`src/rtl/core/tgd_pkg.sv`:
```
`timescale 1ns / 1ps
// ----------------------------------------------------------------------------
// tgd_pkg
// Types and constants shared by the touch gesture detector modules.
// ----------------------------------------------------------------------------
package tgd_pkg;

    localparam int unsigned COORD_W  = 12;
    localparam int unsigned TIMER_W  = 16;
    localparam int unsigned LONG_W   = TIMER_W + 1;
    localparam int unsigned RADIUS_W = 26;
    localparam int unsigned DIST_W   = 2 * COORD_W + 1;
    localparam int unsigned CFG_IDX_W = 2;

    localparam logic [CFG_IDX_W-1:0] CFG_SHOW_DELAY       = 2'd0;
    localparam logic [CFG_IDX_W-1:0] CFG_LONG_PRESS_EXTRA = 2'd1;
    localparam logic [CFG_IDX_W-1:0] CFG_TAP_RADIUS_SQ    = 2'd2;

    localparam logic [TIMER_W-1:0]  SHOW_DELAY_RST       = 16'd500;
    localparam logic [TIMER_W-1:0]  LONG_PRESS_EXTRA_RST = 16'd1000;
    localparam logic [RADIUS_W-1:0] TAP_RADIUS_SQ_RST    = 26'd1;

    typedef enum logic [1:0] {
        ACT_DOWN = 2'd0,
        ACT_UP   = 2'd1,
        ACT_MOVE = 2'd2,
        ACT_TICK = 2'd3
    } t_action;

    typedef enum logic [2:0] {
        GES_DOWN = 3'd0,
        GES_TAP  = 3'd1,
        GES_SHOW = 3'd2,
        GES_LONG = 3'd3,
        GES_DRAG = 3'd4
    } t_gesture;

    typedef struct packed {
        logic [TIMER_W-1:0]  show_delay;
        logic [TIMER_W-1:0]  long_press_extra;
        logic [RADIUS_W-1:0] tap_radius_sq;
    } t_cfg;

    typedef struct packed {
        t_gesture           gesture;
        logic [COORD_W-1:0] new_x;
        logic [COORD_W-1:0] new_y;
        logic [COORD_W-1:0] old_x;
        logic [COORD_W-1:0] old_y;
    } t_result;

endpackage

```
`src/rtl/core/touch_gesture_detector.sv`:
```
`timescale 1ns / 1ps
// ----------------------------------------------------------------------------
// touch_gesture_detector
// Turns touch down, up, move and tick words into gesture reports.
// ----------------------------------------------------------------------------
// One input word is taken every clock cycle unless the input stalls; its
// report, if it causes one, is offered from the result register. The input
// register loads on acceptance; once the result buffer can take the report,
// the flag and timer updates load into the state registers and the report
// into the result register. A skid stage behind the result register keeps
// input flowing while the output stalls; the input stalls only once both
// result slots and the input register are full. Up words after a drag or
// long press, ticks that fire nothing and moves inside the tap radius give
// no report. Configuration is written through the plain write port; the user
// must do so only while the block is idle; the block does not enforce it.
module touch_gesture_detector
    import tgd_pkg::*;
(
    input  logic                  i_clk,
    input  logic                  i_rst_n,
    input  logic                  i_cfg_we,
    input  logic [CFG_IDX_W-1:0]  i_cfg_idx,
    input  logic [RADIUS_W-1:0]   i_cfg_wdata,
    input  logic                  s_axis_tvalid,
    output logic                  s_axis_tready,
    // touch_x [11:0], touch_y [23:12]
    input  logic [23:0]           s_axis_tdata,
    // action [1:0]
    input  logic [1:0]            s_axis_tuser,
    output logic                  m_axis_tvalid,
    input  logic                  m_axis_tready,
    // new_x [11:0], new_y [23:12], old_x [35:24], old_y [47:36]
    output logic [47:0]           m_axis_tdata,
    // gesture [2:0]
    output logic [2:0]            m_axis_tuser
);

    t_cfg    w_cfg;
    logic    w_can_take;
    logic    w_push;
    t_result w_core_res;
    t_result w_out_res;

    tgd_cfg u_cfg (
        .i_clk       (i_clk),
        .i_rst_n     (i_rst_n),
        .i_cfg_we    (i_cfg_we),
        .i_cfg_idx   (i_cfg_idx),
        .i_cfg_wdata (i_cfg_wdata),
        .o_cfg       (w_cfg)
    );

    tgd_core u_core (
        .i_clk      (i_clk),
        .i_rst_n    (i_rst_n),
        .i_cfg      (w_cfg),
        .i_in_vld   (s_axis_tvalid),
        .o_in_rdy   (s_axis_tready),
        .i_action   (t_action'(s_axis_tuser)),
        .i_x        (s_axis_tdata[11:0]),
        .i_y        (s_axis_tdata[23:12]),
        .i_can_take (w_can_take),
        .o_push     (w_push),
        .o_res      (w_core_res)
    );

    tgd_out_buf u_out_buf (
        .i_clk      (i_clk),
        .i_rst_n    (i_rst_n),
        .i_push     (w_push),
        .i_res      (w_core_res),
        .o_can_take (w_can_take),
        .o_vld      (m_axis_tvalid),
        .i_rdy      (m_axis_tready),
        .o_res      (w_out_res)
    );

    assign m_axis_tuser = w_out_res.gesture;
    assign m_axis_tdata = {w_out_res.old_y, w_out_res.old_x,
                           w_out_res.new_y, w_out_res.new_x};

`ifndef ASSERT_OFF
    a_no_push_when_full: assert property (@(posedge i_clk) disable iff (!i_rst_n)
        !w_can_take |-> !w_push)
        else $error("result pushed into full output buffer");

    a_stall_only_when_full: assert property (@(posedge i_clk) disable iff (!i_rst_n)
        !s_axis_tready |-> !w_can_take)
        else $error("input stalled with room in output buffer");

    a_coords_only_on_drag: assert property (@(posedge i_clk) disable iff (!i_rst_n)
        (m_axis_tvalid && (m_axis_tuser != GES_DRAG)) |-> (m_axis_tdata == '0))
        else $error("non-drag gesture carries coordinates");

    a_gesture_code: assert property (@(posedge i_clk) disable iff (!i_rst_n)
        m_axis_tvalid |-> (m_axis_tuser <= GES_DRAG))
        else $error("undefined gesture code on output");
`endif

endmodule

```
`src/rtl/core/tgd_cfg.sv`:
```
`timescale 1ns / 1ps
// ----------------------------------------------------------------------------
// tgd_cfg
// Configuration registers: timeouts and squared tap radius.
// ----------------------------------------------------------------------------
module tgd_cfg
    import tgd_pkg::*;
(
    input  logic                  i_clk,
    input  logic                  i_rst_n,
    input  logic                  i_cfg_we,
    input  logic [CFG_IDX_W-1:0]  i_cfg_idx,
    input  logic [RADIUS_W-1:0]   i_cfg_wdata,
    output t_cfg                  o_cfg
);

    t_cfg r_cfg;
    t_cfg n_cfg;

    always_comb begin
        n_cfg = r_cfg;
        if (i_cfg_we) begin
            unique case (i_cfg_idx)
                CFG_SHOW_DELAY:       n_cfg.show_delay       = i_cfg_wdata[TIMER_W-1:0];
                CFG_LONG_PRESS_EXTRA: n_cfg.long_press_extra = i_cfg_wdata[TIMER_W-1:0];
                CFG_TAP_RADIUS_SQ:    n_cfg.tap_radius_sq    = i_cfg_wdata;
                default:              n_cfg = r_cfg;
            endcase
        end
    end

    always_ff @(posedge i_clk) begin
        if (!i_rst_n) begin
            r_cfg.show_delay       <= SHOW_DELAY_RST;
            r_cfg.long_press_extra <= LONG_PRESS_EXTRA_RST;
            r_cfg.tap_radius_sq    <= TAP_RADIUS_SQ_RST;
        end else begin
            r_cfg <= n_cfg;
        end
    end

    assign o_cfg = r_cfg;

endmodule

```
`src/rtl/core/tgd_core.sv`:
```
`timescale 1ns / 1ps
// ----------------------------------------------------------------------------
// tgd_core
// Input word register, touch state and timers, one-pass gesture decision.
// ----------------------------------------------------------------------------
module tgd_core
    import tgd_pkg::*;
(
    input  logic                i_clk,
    input  logic                i_rst_n,
    input  t_cfg                i_cfg,
    input  logic                i_in_vld,
    output logic                o_in_rdy,
    input  t_action             i_action,
    input  logic [COORD_W-1:0]  i_x,
    input  logic [COORD_W-1:0]  i_y,
    input  logic                i_can_take,
    output logic                o_push,
    output t_result             o_res
);

    logic               r_in_vld;
    t_action            r_in_action;
    logic [COORD_W-1:0] r_in_x;
    logic [COORD_W-1:0] r_in_y;

    logic               r_pressed,    n_pressed;
    logic               r_dragging,   n_dragging;
    logic               r_long_prs,   n_long_prs;
    logic [COORD_W-1:0] r_last_x,     n_last_x;
    logic [COORD_W-1:0] r_last_y,     n_last_y;
    logic [TIMER_W-1:0] r_show_cnt,   n_show_cnt;
    logic               r_show_armed, n_show_armed;
    logic [LONG_W-1:0]  r_long_cnt,   n_long_cnt;
    logic               r_long_armed, n_long_armed;

    logic               w_adv;
    logic               w_res_vld;
    t_result            w_res;
    logic [COORD_W-1:0] w_dx;
    logic [COORD_W-1:0] w_dy;
    logic [DIST_W-1:0]  w_dist;
    logic               w_show_fired;

    assign w_adv    = r_in_vld && i_can_take;
    assign o_in_rdy = !r_in_vld || w_adv;

    always_ff @(posedge i_clk) begin
        if (!i_rst_n) begin
            r_in_vld <= 1'b0;
        end else if (o_in_rdy) begin
            r_in_vld <= i_in_vld;
        end
    end

    always_ff @(posedge i_clk) begin
        if (o_in_rdy && i_in_vld) begin
            r_in_action <= i_action;
            r_in_x      <= i_x;
            r_in_y      <= i_y;
        end
    end

    // squared distance from the press point
    assign w_dx   = (r_last_x > r_in_x) ? (r_last_x - r_in_x) : (r_in_x - r_last_x);
    assign w_dy   = (r_last_y > r_in_y) ? (r_last_y - r_in_y) : (r_in_y - r_last_y);
    assign w_dist = DIST_W'(w_dx * w_dx) + DIST_W'(w_dy * w_dy);

    assign w_show_fired = r_show_armed && (r_show_cnt <= TIMER_W'(1));

    always_comb begin
        n_pressed    = r_pressed;
        n_dragging   = r_dragging;
        n_long_prs   = r_long_prs;
        n_last_x     = r_last_x;
        n_last_y     = r_last_y;
        n_show_cnt   = r_show_cnt;
        n_show_armed = r_show_armed;
        n_long_cnt   = r_long_cnt;
        n_long_armed = r_long_armed;
        w_res_vld    = 1'b0;
        w_res        = '0;

        unique case (r_in_action)
            ACT_DOWN: begin
                n_last_x     = r_in_x;
                n_last_y     = r_in_y;
                n_show_cnt   = i_cfg.show_delay;
                n_show_armed = 1'b1;
                n_long_cnt   = LONG_W'(i_cfg.show_delay) + LONG_W'(i_cfg.long_press_extra);
                n_long_armed = 1'b1;
                n_pressed    = 1'b1;
                w_res_vld    = 1'b1;
                w_res.gesture = GES_DOWN;
            end
            ACT_UP: begin
                if (r_long_prs) begin
                    n_long_prs = 1'b0;
                end else if (!r_dragging) begin
                    w_res_vld     = 1'b1;
                    w_res.gesture = GES_TAP;
                end
                n_dragging   = 1'b0;
                n_pressed    = 1'b0;
                n_show_armed = 1'b0;
                n_long_armed = 1'b0;
            end
            ACT_MOVE: begin
                if (r_pressed) begin
                    if ({1'b0, w_dist} > i_cfg.tap_radius_sq) begin
                        n_pressed    = 1'b0;
                        n_dragging   = 1'b1;
                        n_show_armed = 1'b0;
                        n_long_armed = 1'b0;
                        w_res_vld    = 1'b1;
                    end
                end else if (r_dragging) begin
                    w_res_vld = (r_in_x != r_last_x) || (r_in_y != r_last_y);
                end
                if (w_res_vld) begin
                    w_res.gesture = GES_DRAG;
                    w_res.new_x   = r_in_x;
                    w_res.new_y   = r_in_y;
                    w_res.old_x   = r_last_x;
                    w_res.old_y   = r_last_y;
                    n_last_x      = r_in_x;
                    n_last_y      = r_in_y;
                end
            end
            ACT_TICK: begin
                if (r_show_armed) begin
                    if (w_show_fired) begin
                        n_show_armed = 1'b0;
                        n_show_cnt   = '0;
                    end else begin
                        n_show_cnt = r_show_cnt - TIMER_W'(1);
                    end
                end
                if (r_long_armed) begin
                    if (r_long_cnt <= LONG_W'(1)) begin
                        // held back one tick when show press fires together
                        if (!w_show_fired) begin
                            n_long_armed  = 1'b0;
                            n_long_cnt    = '0;
                            n_pressed     = 1'b0;
                            n_dragging    = 1'b0;
                            n_long_prs    = 1'b1;
                            w_res_vld     = 1'b1;
                            w_res.gesture = GES_LONG;
                        end
                    end else begin
                        n_long_cnt = r_long_cnt - LONG_W'(1);
                    end
                end
                if (w_show_fired) begin
                    w_res_vld     = 1'b1;
                    w_res.gesture = GES_SHOW;
                end
            end
            default: begin
                w_res_vld = 1'b0;
            end
        endcase
    end

    always_ff @(posedge i_clk) begin
        if (!i_rst_n) begin
            r_pressed    <= 1'b0;
            r_dragging   <= 1'b0;
            r_long_prs   <= 1'b0;
            r_last_x     <= '0;
            r_last_y     <= '0;
            r_show_cnt   <= '0;
            r_show_armed <= 1'b0;
            r_long_cnt   <= '0;
            r_long_armed <= 1'b0;
        end else if (w_adv) begin
            r_pressed    <= n_pressed;
            r_dragging   <= n_dragging;
            r_long_prs   <= n_long_prs;
            r_last_x     <= n_last_x;
            r_last_y     <= n_last_y;
            r_show_cnt   <= n_show_cnt;
            r_show_armed <= n_show_armed;
            r_long_cnt   <= n_long_cnt;
            r_long_armed <= n_long_armed;
        end
    end

    assign o_push = w_adv && w_res_vld;
    assign o_res  = w_res;

endmodule

```
`src/rtl/core/tgd_out_buf.sv`:
```
`timescale 1ns / 1ps
// ----------------------------------------------------------------------------
// tgd_out_buf
// Result register with a skid stage towards the output stream.
// ----------------------------------------------------------------------------
module tgd_out_buf
    import tgd_pkg::*;
(
    input  logic    i_clk,
    input  logic    i_rst_n,
    input  logic    i_push,
    input  t_result i_res,
    output logic    o_can_take,
    output logic    o_vld,
    input  logic    i_rdy,
    output t_result o_res
);

    logic    r_main_vld;
    logic    r_skid_vld;
    t_result r_main;
    t_result r_skid;
    logic    w_pop;

    assign w_pop      = r_main_vld && i_rdy;
    assign o_can_take = !r_skid_vld;

    always_ff @(posedge i_clk) begin
        if (!i_rst_n) begin
            r_main_vld <= 1'b0;
            r_skid_vld <= 1'b0;
        end else if (r_skid_vld) begin
            if (w_pop) begin
                r_skid_vld <= 1'b0;
            end
        end else if (i_push) begin
            if (r_main_vld && !w_pop) begin
                r_skid_vld <= 1'b1;
            end else begin
                r_main_vld <= 1'b1;
            end
        end else if (w_pop) begin
            r_main_vld <= 1'b0;
        end
    end

    always_ff @(posedge i_clk) begin
        if (r_skid_vld) begin
            if (w_pop) begin
                r_main <= r_skid;
            end
        end else if (i_push) begin
            if (r_main_vld && !w_pop) begin
                r_skid <= i_res;
            end else begin
                r_main <= i_res;
            end
        end
    end

    assign o_vld = r_main_vld;
    assign o_res = r_main;

endmodule
```
`config.mk`:
```
export PLATFORM = sky130hd
export DESIGN_NAME = touch_gesture_detector
export DESIGN_NICKNAME = d
export VERILOG_FILES = /design/src/rtl/core/tgd_pkg.sv /design/src/rtl/core/touch_gesture_detector.sv /design/src/rtl/core/tgd_cfg.sv /design/src/rtl/core/tgd_core.sv /design/src/rtl/core/tgd_out_buf.sv
export SDC_FILE = /design/constraint.sdc
export NUM_CORES = 1
export LEC_CHECK = 0
export CAP_MARGIN = 10
export CORE_ASPECT_RATIO = 1.4
export CORE_UTILIZATION = 23
export CTS_CLUSTER_DIAMETER = 120
export CTS_CLUSTER_SIZE = 25
export DETAILED_ROUTE_END_ITERATION = 16
export DONT_BUFFER_PORTS = 1
export HOLD_SLACK_MARGIN = 0.08
export PLACE_DENSITY = 0.41
export SETUP_SLACK_MARGIN = 0.15
export SYNTH_ARGS = -nofsm -noshare
export SYNTH_HDL_FRONTEND = slang
export SYNTH_SLANG_ARGS = --single-unit
```
`constraint.sdc`:
```
create_clock -name i_clk -period 19.35 [get_ports i_clk]
set_clock_uncertainty 0.05 [all_clocks]
set_input_delay 5.805 -clock i_clk [delete_from_list [all_inputs] [get_ports i_clk]]
set_output_delay 5.805 -clock i_clk [all_outputs]
set_load 0.05 [all_outputs]
```
# ---- Word-level counts from Yosys, hierarchy flattened
# Index checks and enable logic that the tools add are counted.
# W data, S select, Z words.
dict set report classes {
  add_sub_neg 8
  n_mul 2
  div 0
  magnitude_cmp 5
  eq_ne 18
  n_shift 0
  muxes 64
  bitwise_logic 1
  n_reduce_logical 32
}
# operator n
set ops {}
lappend ops {{$mux W51} 5}
lappend ops {{$mux W17} 3}
lappend ops {{$mul A12 B12 Y24} 2}
lappend ops {{$mux W12} 4}
lappend ops {{$mux W48} 1}
lappend ops {{$pmux W12 S2} 2}
lappend ops {{$sub A12 B12 Y12} 4}
lappend ops {{$mux W1} 34}
lappend ops {{$pmux W17 S2} 1}
lappend ops {{$mux W16} 2}
lappend ops {{$pmux W16 S2} 1}
lappend ops {{$gt A25 B26 Y1} 1}
lappend ops {{$add A24 B24 Y25} 1}
lappend ops {{$gt A12 B12 Y1} 2}
lappend ops {{$ne A12 B12 Y1} 2}
lappend ops {{$reduce_and A3 Y1} 6}
lappend ops {{$add A16 B16 Y17} 1}
lappend ops {{$le A17 B1 Y1 const B} 1}
lappend ops {{$sub A17 B1 Y17 const B} 1}
lappend ops {{$le A16 B1 Y1 const B} 1}
lappend ops {{$pmux W1 S4} 4}
lappend ops {{$sub A16 B1 Y16 const B} 1}
lappend ops {{$ne A2 B1 Y1 const B} 6}
lappend ops {{$pmux W3 S4} 1}
lappend ops {{19 further kinds} 43}
dict set report word_totals {
  reg_bits 251
  latch_bits 0
  ram_bits 0
  romBits 0
  input_bits 59
  output_inout_bits 53
  wordCells 158
  memories 0
}

# ---- Depth between registers and ports, before layout
dict set report depth {
  ltp_word 13
  ltp_mapped 51
}

# ---- Cells and area by module
# A second synthesis with hierarchy kept.
dict set report hier_totals {
  cells_unflattened 2267
  hier_area_um2 21991.1
}
# mod n_inst cells_each area_each_um2 seq_area_each_um2
set by_module_without_submodules {}
lappend by_module_without_submodules {tgd_core 1 1861 15852.7 2042.0}
lappend by_module_without_submodules {tgd_out_buf 1 173 3808.7 3103.0}
lappend by_module_without_submodules {tgd_cfg 1 233 2329.7 1161.1}

# ---- Least setup slack after synthesis
# Ideal clock, no wire load.
dict set report synth_timing {
  path_type {flip-flop to flip-flop}
  from {register u_core.r_in_y[0]}
  to {register u_out_buf.r_skid[0] (netlist bit), enable pin}
  setup_ns 0.535
  arrival_ns 13.748
  setup_slack_ns 5.017
  path_stages_with_launch 46
  path_buffers 3
  synth_period_minus_slack_ns 14.333
  path_cell_list {edfxtp_1 -> ha_1 -> inv_1 -> fa_1 -> a211oi_2 -> o31ai_4 -> o31ai_1 -> o41ai_2 -> buf_6 -> mux2_4 -> a21oi_2 -> a21oi_1 -> nand2b_1 -> buf_2 -> inv_2 -> nand2_1 -> fa_1 -> inv_1 -> (+10 left out) -> ha_1 -> a21oi_1 -> nor2b_1 -> a41o_1 -> o21ai_0 -> o2111ai_1 -> a21oi_1 -> xnor2_1 -> ha_1 -> nand3_1 -> or2_2 -> nor3_1 -> o2111ai_1 -> a31oi_1 -> clkbuf_1 -> a2111o_1 -> nand2_1 -> nor3b_1}
}
dict set report synth_via {
  elab_chain_cells 11
}
# item line
set synth_rtl {}
lappend synth_rtl {{from (decl)} tgd_core.sv:25} ;# logic [COORD_W-1:0] r_in_y;
lappend synth_rtl {{from (signal assigned)} tgd_core.sv:60} ;# r_in_y <= i_y;
lappend synth_rtl {{$sub A12 B12 Y12 or $gt A12 B12 Y1 (tied branches)} tgd_core.sv:66} ;# assign w_dy = (r_last_y > r_in_y) ? (r_last_y - r_in_y) : (r_in_y - r_last_y);
lappend synth_rtl {{$mux W12} tgd_core.sv:66}
lappend synth_rtl {{$mul A12 B12 Y24} tgd_core.sv:67} ;# assign w_dist = DIST_W'(w_dx * w_dx) + DIST_W'(w_dy * w_dy);
lappend synth_rtl {{$add A24 B24 Y25} tgd_core.sv:67}
lappend synth_rtl {{$gt A25 B26 Y1} tgd_core.sv:110} ;# if ({1'b0, w_dist} > i_cfg.tap_radius_sq) begin
lappend synth_rtl {{$mux W1} tgd_core.sv:110}
lappend synth_rtl {{$mux W1 (*)} tgd_core.sv:109} ;# if (r_pressed) begin
lappend synth_rtl {{$mux W1 (*)} tgd_core.sv:84} ;# unique case (r_in_action)
lappend synth_rtl {{$pmux W1 S4 (*)} tgd_core.sv:84}
lappend synth_rtl {{$logic_and A1 B1 Y1 (*)} tgd_core.sv:190} ;# assign o_push = w_adv && w_res_vld;
lappend synth_rtl {{$reduce_and A3 Y1 (no source line) (*)} -}
lappend synth_rtl {{to (signal assigned)} tgd_out_buf.sv:54} ;# r_skid <= i_res;
lappend synth_rtl {{to (decl)} tgd_out_buf.sv:22} ;# t_result r_skid;
# Every way passes the cells marked *; elsewhere a longest branch is shown, timed or not. The select of a mux whose other input is x is not followed.
# A chain may end at the register's enable or synchronous reset.

# ---- Final worst setup path
dict set report layout_timing {
  from {register u_core.r_in_y[0]}
  to {register u_out_buf.r_skid[35] (netlist bit), enable pin}
}
# Same word-level chain as after synthesis.

==> flow_summary.toml <==
[setup_path]
timing.rr.end = "u_out_buf.r_skid[35]"
startpoint_type = "register"
cp_common_cell = "fa_1"
critPathRequiredTime_ps = 19460
r2r_slack_ps = 5880
slowest_stage = "o41ai_4"
reg2reg_depth = 44
critPathLaunch = "u_core.r_in_y[0]"
cp_slowest_stage_delay_ps = 630
crit_end = "u_out_buf.r_skid[35]"
critPathArrivalTime_ps = 13580
worstPathMaxFanout = 51
endpoint_kind = "register"
rr_startpoint = "u_core.r_in_y[0]"
criticalPathCategory = "reg -> reg"

[detailed_routing]
wl_met3_um = 1582
drc = 0
dr_wl_met2_um = 32920
antenna_left = 0
top_layer = "met5"
first_pass_iters = 5
drt-initial-drc-count = 751
wl_per_cell_um = 17.08
wl_um = 59610
viasPerCell = 4.423
wl_met1_um = 23350
dr_total_vias = 15430

[clocking]
cts_tree = "done"
htreeDepth = 1
ctsResizeCount = 0
cts_setup_buffers = 0
cts-buffers-inserted = 14
cts_root_buf = "clkbuf_16"
path_clk_slew_ps = 100
clock_path_buffers = 3
cts_sinks = 251
clkLatencyLatePin_ps = 530
hold_buffers = 0

[timing]
drv_slew = 0
tns_ps = 0
max_freq_ghz = 0.07424
slew_headroom = 0.1527
setup_violations = 0
hold_violations = 0
finalCritPeriodShare = 0.6961
worst_pin_slew_ps = 1236
hold_slack_ps = 415.8
rsz0062_at_grt = "false"
period_needed_ps = 13470

[final_layout]
final_net_count = 2730
area_growth_pct = 8.191
stdcell_area_um2 = 23650
final_util = 0.2515
drive_gt1_frac = 0.06385
fill_cells = 10050

[min_path]
hp-class = "reg -> reg"
hp-start = "u_cfg.o_cfg[23]"

[synthesis]
synthesis.area_um2 = 21860
avgSynthCellArea_um2 = 9.422
synth_top_area_frac = 0.1868
synth-seq-cells = 251
synth_most_common_cell = "inv_1"
yosys-top-cells-count = "367 x inv_1, 244 x nand2_1, 204 x fa_1"
ys_types = 79
yosysSeqAreaShare = 0.2885
synth_area_leaders = "fa_1 19%, edfxtp_1 18%, ha_1 12%"
syn_nets = 2786
ys.flop_type = "edfxtp_1"
yosys.area.top_type = "fa_1"
netlist_instances = 2320
synth_edf_count = 128
synthArstFlopShare = 0
ys_warn_count = 0

[floorplan]
ios = 112
die_w_um = 262.6
die_area_um2 = 96300
row_count = 133
coreArea_um2 = 94020
initial_core_util = 0.2325
die_y_um = 366.8

[global_routing]
grt_max_degree = 149
grt_overflow = 0
grt_pass1_vias = 16550
grt_pass1_wl_um = 95700
antenna_found_initial = 8
grt_use_total = 0.1253

[run_status]
outcome = "finished clean"

[place]
portBuffers = 0
gp_congestion = 0.8650
placed_cell_area_um2 = 23230
dp_hpwl_um = 48380

[flow_run]
maxCapViolCount = 0
## registers in the layout (all words and copies together), names as in the netlist, 2 cells and up
register            count
u_core.r_last_y        12
u_core.r_last_x        12
u_cfg.o_cfg            58
u_core.r_in_y          12
u_out_buf.r_skid       51
u_out_buf.o_res        51
u_core.r_show_cnt      16
u_core.r_long_cnt      17
u_core.r_in_action      2
u_core.r_in_x          12
## worst max-delay path, delay by kind of cell (launching register included)
| family | cells | cell delay [ps] |
|---|---|---|
| fa+ha+maj | 11 | 4670 |
| compound gates | 13 | 3250 |
| simple gates | 10 | 2220 |
| buf+inv | 8 | 1830 |
| flops | 1 | 450 |
| mux | 1 | 380 |
| xor+xnor | 1 | 160 |
## worst min-delay path by stage
stage	to	slack, ps	cells after the start
finish	u_cfg.o_cfg[23]	420	2
global route	u_cfg.o_cfg[41]	450	2
CTS	u_cfg.o_cfg[23]	420	2
detailed placement	u_cfg.o_cfg[23]	410	2
global placement	u_cfg.o_cfg[1]	410	2
floorplan	u_cfg.o_cfg[10]	390	2
## routing by layer
metal / vias to the layer above / global-route usage
met2: 201 / 0.2447
li1: 7517 / -
met4: 4 / 0.03880
met1: 7634 / 0.1391
met5: - / 0
met3: 77 / 0.01423
## cells in the final DEF (no fill, tap or decap), drive strengths merged, types with 5 or more instances in the layout
cell	n
inv	377
nand2	245
fa	204
ha	203
nor2	137
edfxtp	128
dfxtp	123
o21ai	94
a21oi	77
nand3	63
mux2	61
and2	58
a21boi	58
xnor2	43
nor2b	34
nor3	31
a21o	30
xor2	23
nand2b	20
clkbuf	20
o211ai	18
a22oi	18
or2	17
buf	17
or3	16
nor4	14
mux2i	13
o211a	11
o21a	10
o22ai	10
nand3b	9
a31oi	9
and3	8
nand4	8
o31ai	7
a211oi	6
o21bai	5
## through the flow
stage               instances  worst slack (ps)
finish                   3489              5880
global route             3488              5005
CTS                      3486              5748
detailed placement       3463              5808
global placement         3463              6020
floorplan                2320              5017
## kinds of logic after synthesis
family / count (synthesis) / synth area share
buffers and inverters: 467 / 0.08151
muxes: 74 / 0.03772
DFF: 251 / 0.2885
AOI/OAI and AO/OA: 381 / 0.1150
xor gates and xnor gates: 66 / 0.02816
adders and majority gates: 407 / 0.3030
and+or+nand+nor: 674 / 0.1461
## cell type report
cell class	instances	area, um2	area share
clock buffers	20	372.9	0.01577
multi-input cells	1602	13850	0.5858
diodes	3	7.507	0.0003174
clock inverters	3	41.29	0.001746
repair buffers	17	127.6	0.005396
flip-flops and latches	251	6307	0.2667
well taps	1215	1520	0.06428
inverters	378	1419	0.05999
Power is left out: the tool's default activity adds up to more than one toggle a clock period on the data nets, which glitch-free logic cannot reach.
